<file path="config.mk">
export PLATFORM = sky130hd
export DESIGN_NAME = mme_store
export DESIGN_NICKNAME = d
export VERILOG_FILES = /design/src/rtl/core/mme_store.sv
export SDC_FILE = /design/constraint.sdc
export NUM_CORES = 2
export LEC_CHECK = 0
export BUFFER_PORTS_ARGS = -buffer_cell sky130_fd_sc_hd__buf_4
export CAP_MARGIN = 10
export CORE_MARGIN = 1
export CORE_UTILIZATION = 50
export DETAILED_ROUTE_END_ITERATION = 10
export PLACE_DENSITY = 0.75
export SYNTH_ARGS = -nofsm -noshare
export SYNTH_HDL_FRONTEND = slang
export SYNTH_SLANG_ARGS = --single-unit
</file>
<file path="constraint.sdc">
create_clock -name clk -period 3.5 [get_ports clk]
set_clock_uncertainty 0.15 [all_clocks]
set_input_delay 0.525 -clock clk [delete_from_list [all_inputs] [get_ports clk]]
set_output_delay 0.525 -clock clk [all_outputs]
set_load 0.01 [all_outputs]
</file>
<file path="src/rtl/core/mme_store.sv">
// Single-port-write, single-port-read synchronous store with registered read data.
// Holds one matrix; no dependencies.
`timescale 1ns / 1ps
`default_nettype none

module mme_store #(
	parameter int DEPTH = 64,
	parameter int AW    = 6,
	parameter int W     = 32
) (
	input  wire logic          clk,
	input  wire logic          wr_en,
	input  wire logic [AW-1:0] wr_addr,
	input  wire logic [W-1:0]  wr_data,
	input  wire logic          rd_en,
	input  wire logic [AW-1:0] rd_addr,
	output logic      [W-1:0]  rd_data
);

	logic [W-1:0] mem [DEPTH];

	always_ff @(posedge clk) begin
		if (wr_en) begin
			mem[wr_addr] <= wr_data;
		end
	end

	always_ff @(posedge clk) begin
		if (rd_en) begin
			rd_data <= mem[rd_addr];
		end
	end

endmodule

`default_nettype wire

</file>
# After elaboration in Yosys (flattened, before gate mapping)
# Memory sizes are Yosys's and may differ from the RTL's. A register that Yosys moved wholly into a read port is not among the register bits.
# Cells that the tools add are included.
# classes
n_addsub	0
multipliers	0
div_mod_pow	0
magnitude_cmp	0
eq_ne	0
shifts	0
mux	2
bitwise_logic	0
reduce_logical	0
# ops
cell	n
1-bit 2-to-1 mux	2
# totals
ff_bits	0
latch_bits	0
mem_bits_rw	2048
rom_bits	0
input_bits	47
out_inout_bits	32
wordCells	3
memories	1
# memory_table
memory	words	width	read_ports	rd_clocked_by_memory_dff	write_ports	line	text
mem	64	32	1	1	1	20	logic [W-1:0] mem [DEPTH];

# Depth between registers and ports, before layout
# depth
word_depth	2
depth_mapped	10
mapped_depth_nobuf	5

# Worst setup path after synthesis
# OpenSTA, ideal clock, no wires.
# synth_path
path_type	input-to-reg
from	in wr_addr[3]
to	mem mem[48][0] (enable)
setup_time_ps	461
arrival_time_ps	3224
t_required_ps	2889
path_slack_ps	-335
cell_stages	4
n_path_buf	1
path_cell_list	clkbuf_1 -> nor2b_1 -> nand4b_1 -> nor3_1
# synth_rtl
element	line	text
from (decl)	13	input wire logic [AW-1:0] wr_addr,
to (decl)	20	
# No word-level cell before the write port.

==> flow_summary.json <==
{
  "remaining_drc_errors": 0,
  "cap_viol_max_count": 0,
  "period_utilisation_layout": 0.822,
  "initial_antenna_violation_count": 8,
  "maxSlewViolCount": 0,
  "timing.final.setup_violations": 0,
  "firstDrtPassIters": 6,
  "port_buffers": 78,
  "reg2reg_to": "rd_data[9]",
  "ctsResizeCount": 0,
  "total_non_filler_cell_area_in_the_finished_layout_sq_um": 90100,
  "pin_count_of_the_biggest_net_entering_global_routing": 65,
  "worst_ep_arrival_time_ns": 3.25,
  "setup_crit_path_kind": "in -> reg",
  "ir_worst_vdd_mv": 0.467,
  "grt_overflow_total": 0,
  "avgRoutedWirePerCell_um": 34.1,
  "number_of_cts_inserted_buffers": 192,
  "post_synthesis_to_final_layout_area_growth_pct": 14.3,
  "number_of_global_route_vias_before_repair": 38500,
  "synth_fp_nets": 3371,
  "post_drt_via_cell_ratio": 6.53,
  "p_leak_nw": 28.0,
  "period_minus_slack_ns": 2.88,
  "die_h_um": 399,
  "final_core_util": 0.576,
  "tritoncts": "built",
  "std_cell_rows": 145,
  "max_freq_mhz": 348,
  "status": "completed",
  "drt.antenna.violating_nets": 0,
  "post-synth-top-area-fraction": 0.792,
  "critPathLaunchType": "input pin",
  "clock_latency_ns": 0.82,
  "dpl_worst_slack_ns": -0.177,
  "routed_wirelength_um": 199000,
  "final_layout_size_suffix_gt1_frac": 0.301,
  "finalNetCount": 3648,
  "cts_setup_buffers": 0,
  "post_synth_main_area_contributors": "edfxtp_1 (79%), mux4_2 (16%), mux2i_1 (1.2%), o22ai_1 (0.67%), nor2_1 (0.65%)",
  "htree_num_levels": 4,
  "worst-r2r-setup-slack_ns": 0.83,
  "die_area_sq_um": 159000,
  "worstReg2RegStart": "mem[0][9]",
  "synth_seq_area_share": 0.792,
  "post-dp-hpwl_um": 106000,
  "crit_fanout": 36,
  "post-route-worst-setup-slack_ns": 0.623,
  "floorplan.io_pins": 79,
  "hold_violations": 0,
  "unrepaired_setup_endpoints_after_global_routing": "false",
  "yosys.area.top_type": "edfxtp_1",
  "setup.worst_path.end": "rd_data[9]",
  "place.gp.congestion": 0.793,
  "placement.cell_area_sq_um": 84000,
  "track_usage": 0.253,
  "r2r.worst_path.cells": 4,
  "root_buffer": "clkbuf_16",
  "detailedRoute.firstIterationViolations": 5467,
  "via_count": 38000,
  "maxSlewHeadroom": 0.359,
  "synth_cells": 3324,
  "synth.distinct_cells": 33,
  "starting_utilization_of_the_core_area": 0.504,
  "clock_tree.buffer_depth": 3,
  "mappedNetlistArea_sq_um": 78800,
  "first_pass_grt_wire_length_um": 282000,
  "power_density_nw_per_um2": 562,
  "slew_at_the_pin_with_the_worst_max_slew_slack_ns": 0.961,
  "synth.ff_latch_count": 2080,
  "worstSetupEndpointType": "flop",
  "yosys_warnings": 0,
  "setup.worst_path.start": "rd_addr[1]",
  "cp.required_ns": 3.87,
  "cts.sink_count": 2080,
  "avg_cell_area_syn_sq_um": 23.7,
  "die_w_um": 399,
  "clkTransAtPathRegs_ns": 0.06,
  "cts_hold_repair.buffers": 0,
  "hold_class": "in -> reg",
  "placeable_core_area_sq_um": 156000
}
[per-layer routing]
metal  wire (um)  up-vias  GRT usage
li1            -    14900          -
met1       70800    20100      0.344
met2       96600     2633      0.405
met3       24000      365     0.0595
met4        7320       12     0.0898
met5          71        -          0
[Yosys cell counts]
master and n:
a21oi_1 62, a22oi_1 12, a311oi_1 8, a31oi_1 1
a41o_1 4, and2_1 2, and3_1 4, buf_1 21
buf_2 57, buf_4 25, buf_6 5, clkbuf_1 74
edfxtp_1 2080, mux2i_1 93, mux4_2 544, nand2_1 26
nand2b_1 8, nand3_1 5, nand3b_1 5, nand4_1 2
nand4b_1 1, nor2_1 137, nor2b_1 15, nor3_1 7
o221ai_1 27, o22ai_1 84, o32ai_1 4, or2_0 1
or2_1 1, or2_2 1, or3_1 3, or3b_1 2
or3b_2 3
[per-stage QoR]
step	setup TNS [ns]	hold slack, ns	power (W)	instances
2_1_floorplan	0	0.474	0.0296	3324
3_3_place_gp	-0.138	0.706	0.0307	5465
3_5_place_dp	-0.177	0.741	0.0308	5465
4_1_cts	0	0.0560	0.0509	5817
5_1_grt	0	0.103	0.0519	5818
6_report	0	0.0908	0.0507	5822
[layout make-up]
cell class,count,area [sq um]
fillers,10700,66300
repair buffers,265,3010
multi-input cells,1062,16000
well taps,2058,2570
flip-flops and latches,2080,62500
clock buffers,243,5120
diodes,5,12.5
clock inverters,109,940
[sequential cells by signal (all words and copies together) (netlist names)]
signal / cells
mem: 2048
rd_data: 32
[cell families after synthesis]
group / share of synthesized area
flops: 0.792
mux: 0.167
simple gates: 0.0126
compound gates: 0.0167
buf+inv: 0.0112
[how the worst min path moves through the flow]
| stage | to | start | depth (start not counted) | slack [ns] |
|---|---|---|---|---|
| final | mem[16][12] | wr_data[12] | 1 | 0.09 |
| after global routing | mem[50][31] | wr_data[31] | 1 | 0.10 |
| after CTS | mem[46][23] | wr_data[23] | 1 | 0.06 |
| after detailed placement | rd_data[8] | mem[29][8] | 4 | 0.74 |
| after global placement | rd_data[8] | mem[28][8] | 4 | 0.71 |
| after floorplan | mem[0][0] | wr_data[0] | 0 | 0.47 |
[where the power goes]
| part | internal, W | total (W) | leakage [nW] | switching, W |
|---|---|---|---|---|
| clock network | 0.0116 | 0.0204 | 2.97 | 0.00883 |
| logic | 0.00101 | 0.00255 | 6.26 | 0.00153 |
| registers | 0.0276 | 0.0277 | 18.7 | 0.000101 |
[worst max-delay path, stage by stage]
cell and delay (ns):
buf_8 0.39, buf_12 0.29, buf_12 0.23, mux4_2 0.34, mux4_2 0.49, o22ai_1 0.75
nor2_1 0.13
[layout by cell type (no fill, tap or decap), types with 15 or more instances in the layout]
cell | synthesis | routed
a21oi_1 | 62 | 62
edfxtp_1 | 2080 | 2080
clkinv_2 | 0 | 31
nor2b_1 | 15 | 15
buf_12 | 0 | 80
mux2i_1 | 93 | 93
o221ai_1 | 27 | 27
buf_4 | 25 | 182
bufinv_16 | 0 | 17
nor2_4 | 0 | 62
nor2_1 | 137 | 75
clkinv_1 | 0 | 53
mux4_2 | 544 | 544
nand2_1 | 26 | 26
clkbuf_16 | 0 | 198
o22ai_1 | 84 | 84
clkbuf_1 | 74 | 45
Power figures use the tool's default switching activity.
