<file path="config.mk">
export PLATFORM = sky130hd
export DESIGN_NAME = mme_mac
export DESIGN_NICKNAME = d
export VERILOG_FILES = /design/src/rtl/core/mme_pkg.sv /design/src/rtl/core/mme_mac.sv
export SDC_FILE = /design/constraint.sdc
export NUM_CORES = 2
export LEC_CHECK = 0
export BUFFER_PORTS_ARGS = -buffer_cell sky130_fd_sc_hd__buf_2
export CAP_MARGIN = 20
export CELL_PAD_IN_SITES_DETAIL_PLACEMENT = 0
export CELL_PAD_IN_SITES_GLOBAL_PLACEMENT = 2
export CORE_MARGIN = 2
export CORE_UTILIZATION = 47
export CTS_BUF_LIST = sky130_fd_sc_hd__clkbuf_4
export DETAILED_ROUTE_END_ITERATION = 10
export PLACE_DENSITY_LB_ADDON = 0.05
export SYNTH_ARGS = -nofsm -noshare
export SYNTH_HDL_FRONTEND = slang
export SYNTH_SLANG_ARGS = --single-unit
</file>
<file path="constraint.sdc">
create_clock -name clk -period 10.91 [get_ports clk]
set_clock_uncertainty 0.05 [all_clocks]
set_input_delay 1.091 -clock clk [delete_from_list [all_inputs] [get_ports clk]]
set_output_delay 1.091 -clock clk [all_outputs]
set_load 0.1 [all_outputs]
</file>
<file path="src/rtl/core/mme_pkg.sv">
// Types and constants shared by the matrix multiply engine.
// Request, response and pipeline tag structs; command and register codes.
// No dependencies.
`timescale 1ns / 1ps
`default_nettype none

package mme_pkg;

	localparam int DATA_W = 32;
	localparam int IDX_W  = 3;
	localparam int DIM_W  = 4;
	localparam int ACC_W  = 72;

	localparam logic [1:0] CMD_WR_A = 2'd0;
	localparam logic [1:0] CMD_WR_B = 2'd1;
	localparam logic [1:0] CMD_MUL  = 2'd2;

	localparam logic [2:0] REG_A_ROWS = 3'd0;
	localparam logic [2:0] REG_A_COLS = 3'd1;
	localparam logic [2:0] REG_B_ROWS = 3'd2;
	localparam logic [2:0] REG_B_COLS = 3'd3;

	localparam logic [DIM_W-1:0] DIM_RESET = 4'd3;

	typedef struct packed {
		logic [1:0]              cmd;
		logic [IDX_W-1:0]        row_index;
		logic [IDX_W-1:0]        col_index;
		logic signed [DATA_W-1:0] element_value;
	} mme_req_t;

	typedef struct packed {
		logic signed [DATA_W-1:0] product_value;
		logic [IDX_W-1:0]        out_row;
		logic [IDX_W-1:0]        out_col;
		logic                    last_element;
		logic                    dim_error;
	} mme_rsp_t;

	// travels alongside each multiply-accumulate step
	typedef struct packed {
		logic             valid;
		logic             first;
		logic             last;
		logic [IDX_W-1:0] row;
		logic [IDX_W-1:0] col;
		logic             last_el;
	} mme_tag_t;

endpackage

`default_nettype wire

</file>
<file path="src/rtl/core/mme_mac.sv">
// Shared multiply-accumulate datapath: product stage, exact accumulator,
// floor shift and 32-bit saturation. Depends on mme_pkg.
`timescale 1ns / 1ps
`default_nettype none

module mme_mac #(
	parameter int FRAC_BITS = 16
) (
	input  wire logic            clk,
	input  wire logic            arst_n,
	input  wire logic            adv,
	input  wire mme_pkg::mme_tag_t tag_s1,
	input  wire logic [31:0]     a_data,
	input  wire logic [31:0]     b_data,
	output logic                 res_valid,
	output mme_pkg::mme_rsp_t    res,
	output logic                 busy
);
	import mme_pkg::*;

	localparam logic signed [ACC_W-1:0] SAT_MAX = ACC_W'(32'h7fffffff);
	localparam logic signed [ACC_W-1:0] SAT_MIN = ~SAT_MAX;

	mme_tag_t                 tag_s2;
	logic signed [63:0]       prod_s2;
	logic signed [ACC_W-1:0]  acc_q;
	logic signed [ACC_W-1:0]  sum;
	logic signed [ACC_W-1:0]  res_sum_q;
	logic signed [ACC_W-1:0]  shifted;
	mme_tag_t                 res_tag_q;
	logic                     res_valid_q;

	always_ff @(posedge clk or negedge arst_n) begin
		if (!arst_n) begin
			tag_s2      <= '0;
			res_valid_q <= 1'b0;
		end else if (adv) begin
			tag_s2      <= tag_s1;
			res_valid_q <= tag_s2.valid && tag_s2.last;
		end
	end

	always_ff @(posedge clk) begin
		if (adv) begin
			prod_s2 <= $signed(a_data) * $signed(b_data);
		end
	end

	always_comb begin
		sum = (tag_s2.first ? '0 : acc_q) + {{(ACC_W-64){prod_s2[63]}}, prod_s2};
	end

	always_ff @(posedge clk) begin
		if (adv && tag_s2.valid) begin
			acc_q <= sum;
			if (tag_s2.last) begin
				res_sum_q <= sum;
				res_tag_q <= tag_s2;
			end
		end
	end

	always_comb begin
		shifted           = res_sum_q >>> FRAC_BITS;
		res.out_row       = res_tag_q.row;
		res.out_col       = res_tag_q.col;
		res.last_element  = res_tag_q.last_el;
		res.dim_error     = 1'b0;
		if (shifted > SAT_MAX) begin
			res.product_value = 32'sh7fffffff;
		end else if (shifted < SAT_MIN) begin
			res.product_value = 32'sh80000000;
		end else begin
			res.product_value = shifted[31:0];
		end
	end

	assign res_valid = res_valid_q;
	assign busy      = tag_s2.valid || res_valid_q;

endmodule

`default_nettype wire

</file>
Word-level counts from Yosys, hierarchy flattened
Cells that the tools add are included.
Word-level totals
  input bits: 77
  output and inout bits: 42
  flip-flop bits (word level): 226
  memories: 0
  bits in read-only memories: 0
  bits in writable memories: 0
  word-level logic and storage cells: 24
  latch bits: 0
Cells by class
  equal/unequal tests: 0
  mux-type cells: 3
  reductions and logical operators: 4
  div/mod/pow operators: 0
  bitwise gates (word level): 0
  add/subtract/negate cells: 1
  magnitude comparators: 2
  shift operators: 0
  multiply operators: 1
Operator list (count)
  72-bit adder: 1
  72-bit 2-to-1 mux: 1
  32-bit by 32-bit multiplier with 64-bit output: 1
  32-bit 2-to-1 mux: 2
  56-bit by 32-bit > comparator with 1-bit output (second input constant): 1
  56-bit by 32-bit < comparator with 1-bit output (second input constant): 1
  1-bit logical AND: 2
  2-bit AND reduction: 1
  1-bit logical OR: 1

Longest topological paths before layout
  word-level depth: 3
  mapped depth: 29
  depth with buffers taken out: 27

Worst setup path after synthesis
Ideal clock, no wire load.
  kind: input to register
  start point: input a_data[31]
  end point: register prod_s2[62] (data pin)
  path buffers: 2
  setup slack: 2.371 ns
  data arrival time: 8.221 ns
  required time: 10.591 ns
  setup time: 0.269 ns
  stages on the path: 29
  cell sequence: clkbuf_1 > nand2_1 > inv_1 > fa_1 > inv_1 > fa_1 > inv_1 > fa_1 > fa_1 > inv_1 > fa_1 > inv_1 > fa_1 > inv_1 > fa_1 > inv_1 > fa_1 > ha_1 > clkbuf_1 > nand2_1 > nand2_1 > a21o_1 > a21o_1 > a21o_1 > a21oi_1 > o21ai_0 > a311oi_1 > o31ai_1 > xor2_1
On the way
  longest elaborated chain between the ends: 1
RTL lines
  start, declared: line mme_mac.sv:13  | input wire logic [31:0] a_data,
  32-bit by 32-bit multiplier with 64-bit output: line mme_mac.sv:45  | prod_s2 <= $signed(a_data) * $signed(b_data);
  end signal, assigned: line mme_mac.sv:45
  end, declared: line mme_mac.sv:25  | logic signed [63:0] prod_s2;
No other way between the ends.
A chain may end at the register's enable or synchronous reset.

Worst setup path in the final report
  start point: input b_data[4]
  end point: register prod_s2[62] (data pin)
On the way
  longest elaborated chain between the ends: 1
RTL lines
  start, declared: line mme_mac.sv:14  | input wire logic [31:0] b_data,
  32-bit by 32-bit multiplier with 64-bit output: line mme_mac.sv:45
No other way between the ends.

==> flow_metrics.env <==
export IMPL_status="finished, final reports clean"
export IMPL_antenna_found_initial=13
export IMPL_dieArea_mm2=0.104
export IMPL_ys_ff_latch=210
export IMPL_routedWlPerCell_um=20.9
export IMPL_yosysMostFrequentCell="fa_1"
export IMPL_slew_viol_final=0
export IMPL_ys_top_cells_by_count="fa_1 (1083), inv_1 (968), nand2_1 (640), and2_1 (522), ha_1 (255)"
export IMPL_crit_top_cell="fa_1"
export IMPL_cts_sinks=210
export IMPL_worst_setup_path_type="in -> reg"
export IMPL_setup_violations=0
export IMPL_crit_family="adder cells"
export IMPL_synth_top_area_cell="fa_1"
export IMPL_r2r_setup_slack_ps=6250
export IMPL_drive_gt1_share_pct=5.43
export IMPL_relSlewSlack_pct=26.3
export IMPL_core_area_mm2=0.100
export IMPL_critPathLaunch="b_data[4]"
export IMPL_layout_nets=6224
export IMPL_async_reset_ff_share_pct=5.24
export IMPL_period_share_pct=79.9
export IMPL_start_util_pct=47.5
export IMPL_portBuffers=117
export IMPL_post_cts_resized=0
export IMPL_synth_nets=6279
export IMPL_area_growth_pct=4.67
export IMPL_grt_pass1_vias=35663
export IMPL_ctsHtreeMaxLevel=2
export IMPL_hold_viol_final=0
export IMPL_yosysWarnings=0
export IMPL_die_h_um=322
export IMPL_maxCapViolations=0
export IMPL_setup_tns_ps=0
export IMPL_grt_setup_unrepaired="false"
export IMPL_rows=116
export IMPL_synth_edf_count=199
export IMPL_cp_required_ps=11290
export IMPL_grt_total_usage_pct=26.0
export IMPL_syn_inst=4864
export IMPL_max_freq_mhz=115
export IMPL_worstPathArrival_ps=9100
export IMPL_clk_pin_slew_ps=80
export IMPL_finalWorstSetupSlack_ps=2190
export IMPL_drc=0
export IMPL_clk_path_buf_depth=3
export IMPL_pin_count=119
export IMPL_postCtsHoldBufs=0
export IMPL_dp_hpwl_mm=104
export IMPL_utilization_pct=49.7
export IMPL_gp_congestion=0.878
export IMPL_cts_buffers=48
export IMPL_synth_area_per_cell_um2=9.80
export IMPL_cp_max_fo=32
export IMPL_critPathBufInv=5
export IMPL_place_ws_ps=1490
export IMPL_cts_tree="built"
export IMPL_cp_slowest_stage_delay_ps=980
export IMPL_yosysUniqueCellTypes=90
export IMPL_dp_cells=6116
export IMPL_dr_pass1_iters=7
export IMPL_viasPerCell=5.22
export IMPL_hp_class="in -> async"
export IMPL_ys_flop_type="edfxtp_1"
export IMPL_wl_mm=130
export IMPL_grt_overflow=0
export IMPL_stdcell_count=6206
export IMPL_fill_cells=9584
export IMPL_vias=32399
export IMPL_seq_area_frac_synth_pct=13.1
export IMPL_post_cts_buffers=0
export IMPL_insertion_delay_ps=700
export IMPL_final_antenna_net_count=0
export IMPL_grt_max_degree=73
export IMPL_cp_start_kind="input port"
export IMPL_drtIter0Drc=1847
export IMPL_regToRegStartpoint="tag_s2[8]"
export IMPL_seq_area_mm2=0.00625
export IMPL_synth_top_area_share_pct=45.5
export IMPL_grt_pass1_wl_mm=207
export IMPL_crit_slowest_cell="fa_1"
export IMPL_endpoint_kind="flop"
export IMPL_multi_input_area_mm2=0.0368
export IMPL_synthTopCellsByArea="fa_1 (45%), edfxtp_1 (13%), inv_1 (7.6%)"
export IMPL_die_width_um=322
export IMPL_syn_area_mm2=0.0477
export IMPL_tightest_slew_ps=1100
export IMPL_fin_crit_ps=8720
export IMPL_cts_root_buffer="clkbuf_4"
[worst reg2reg max path: stages, from the launching register on]
cell      delay (ps)
dfrtp_2          520
buf_4            650
nor2b_1          180
ha_1             430
a21oi_1          230
o21ai_0          170
or3_1            430
o211a_1          270
o21ai_1          280
a211oi_1         230
or2_1            350
a21o_1           210
a211oi_1         420
[cells in the final DEF (no fill, tap or decap), drive strengths merged, types with 91 or more instances in the layout]
cell,netlist,final
and2,522,522
xnor2,95,95
inv,968,969
edfxtp,199,199
fa,1083,1083
buf,11,143
nor2,93,93
nand2,641,641
ha,255,255
a21o,91,91
a21oi,127,127
[worst paths after layout]
path | end | depth (start not counted)
worst max register to register | acc_q[63] | 12
worst min-delay path | tag_s2[9] | 1
worst min register to register | res[4] | 0
min in group clk | res[4] | 0
max in group asynchronous | tag_s2[8] | 1
worst max-delay path | prod_s2[62] | 25
[metrics by stage]
stage	cell area [um^2]	hold slack (ps)
2_1_floorplan	47700	371
3_3_place_gp	49200	372
3_5_place_dp	49200	378
4_1_cts	49900	165
5_1_grt	49900	178
6_report	49900	195
[routing by layer]
metal  vias to the layer above  part of all wire (%)  global-route usage, %  wire (um)
li1                      14634                     -                      -          -
met1                     16848                    49                   39.2      62900
met2                       797                    43                   39.7      56300
met3                       116                   6.6                   4.76       8490
met4                         4                   1.4                   4.07       1790
met5                         -                 0.017                      0         22
[layout make-up]
class,instances,area share [%]
repair buffers,143,1.57
clock buffers,61,0.918
inverters,968,7.28
multi-input cells,3438,73.8
clock inverters,25,0.424
well taps,1357,3.40
diodes,4,0.0201
flip-flops and latches,210,12.5
[state kept, by name, summed over array words and instances, names as in the netlist]
name / count
res_sum_q: 56
res_valid: 1
prod_s2: 64
acc_q: 72
res: 7
tag_s2: 10
[cells by family (layout without fill, tap and decap cells)]
kind of cell / after synthesis / count (layout) / synth area share, %
other: 1 / 5 / 0.00787
multiplexers: 12 / 12 / 0.281
buffers and inverters: 1216 / 1197 / 9.63
XOR/XNOR: 140 / 140 / 2.57
AO/OA/AOI/OAI: 447 / 447 / 6.38
flip-flops: 210 / 210 / 13.1
AND/OR/NAND/NOR: 1500 / 1500 / 15.8
adder cells (fa/ha/maj): 1338 / 1338 / 52.2
Power is left out: the tool's default activity adds up to more than one toggle a clock period on the data nets, which glitch-free logic cannot reach.
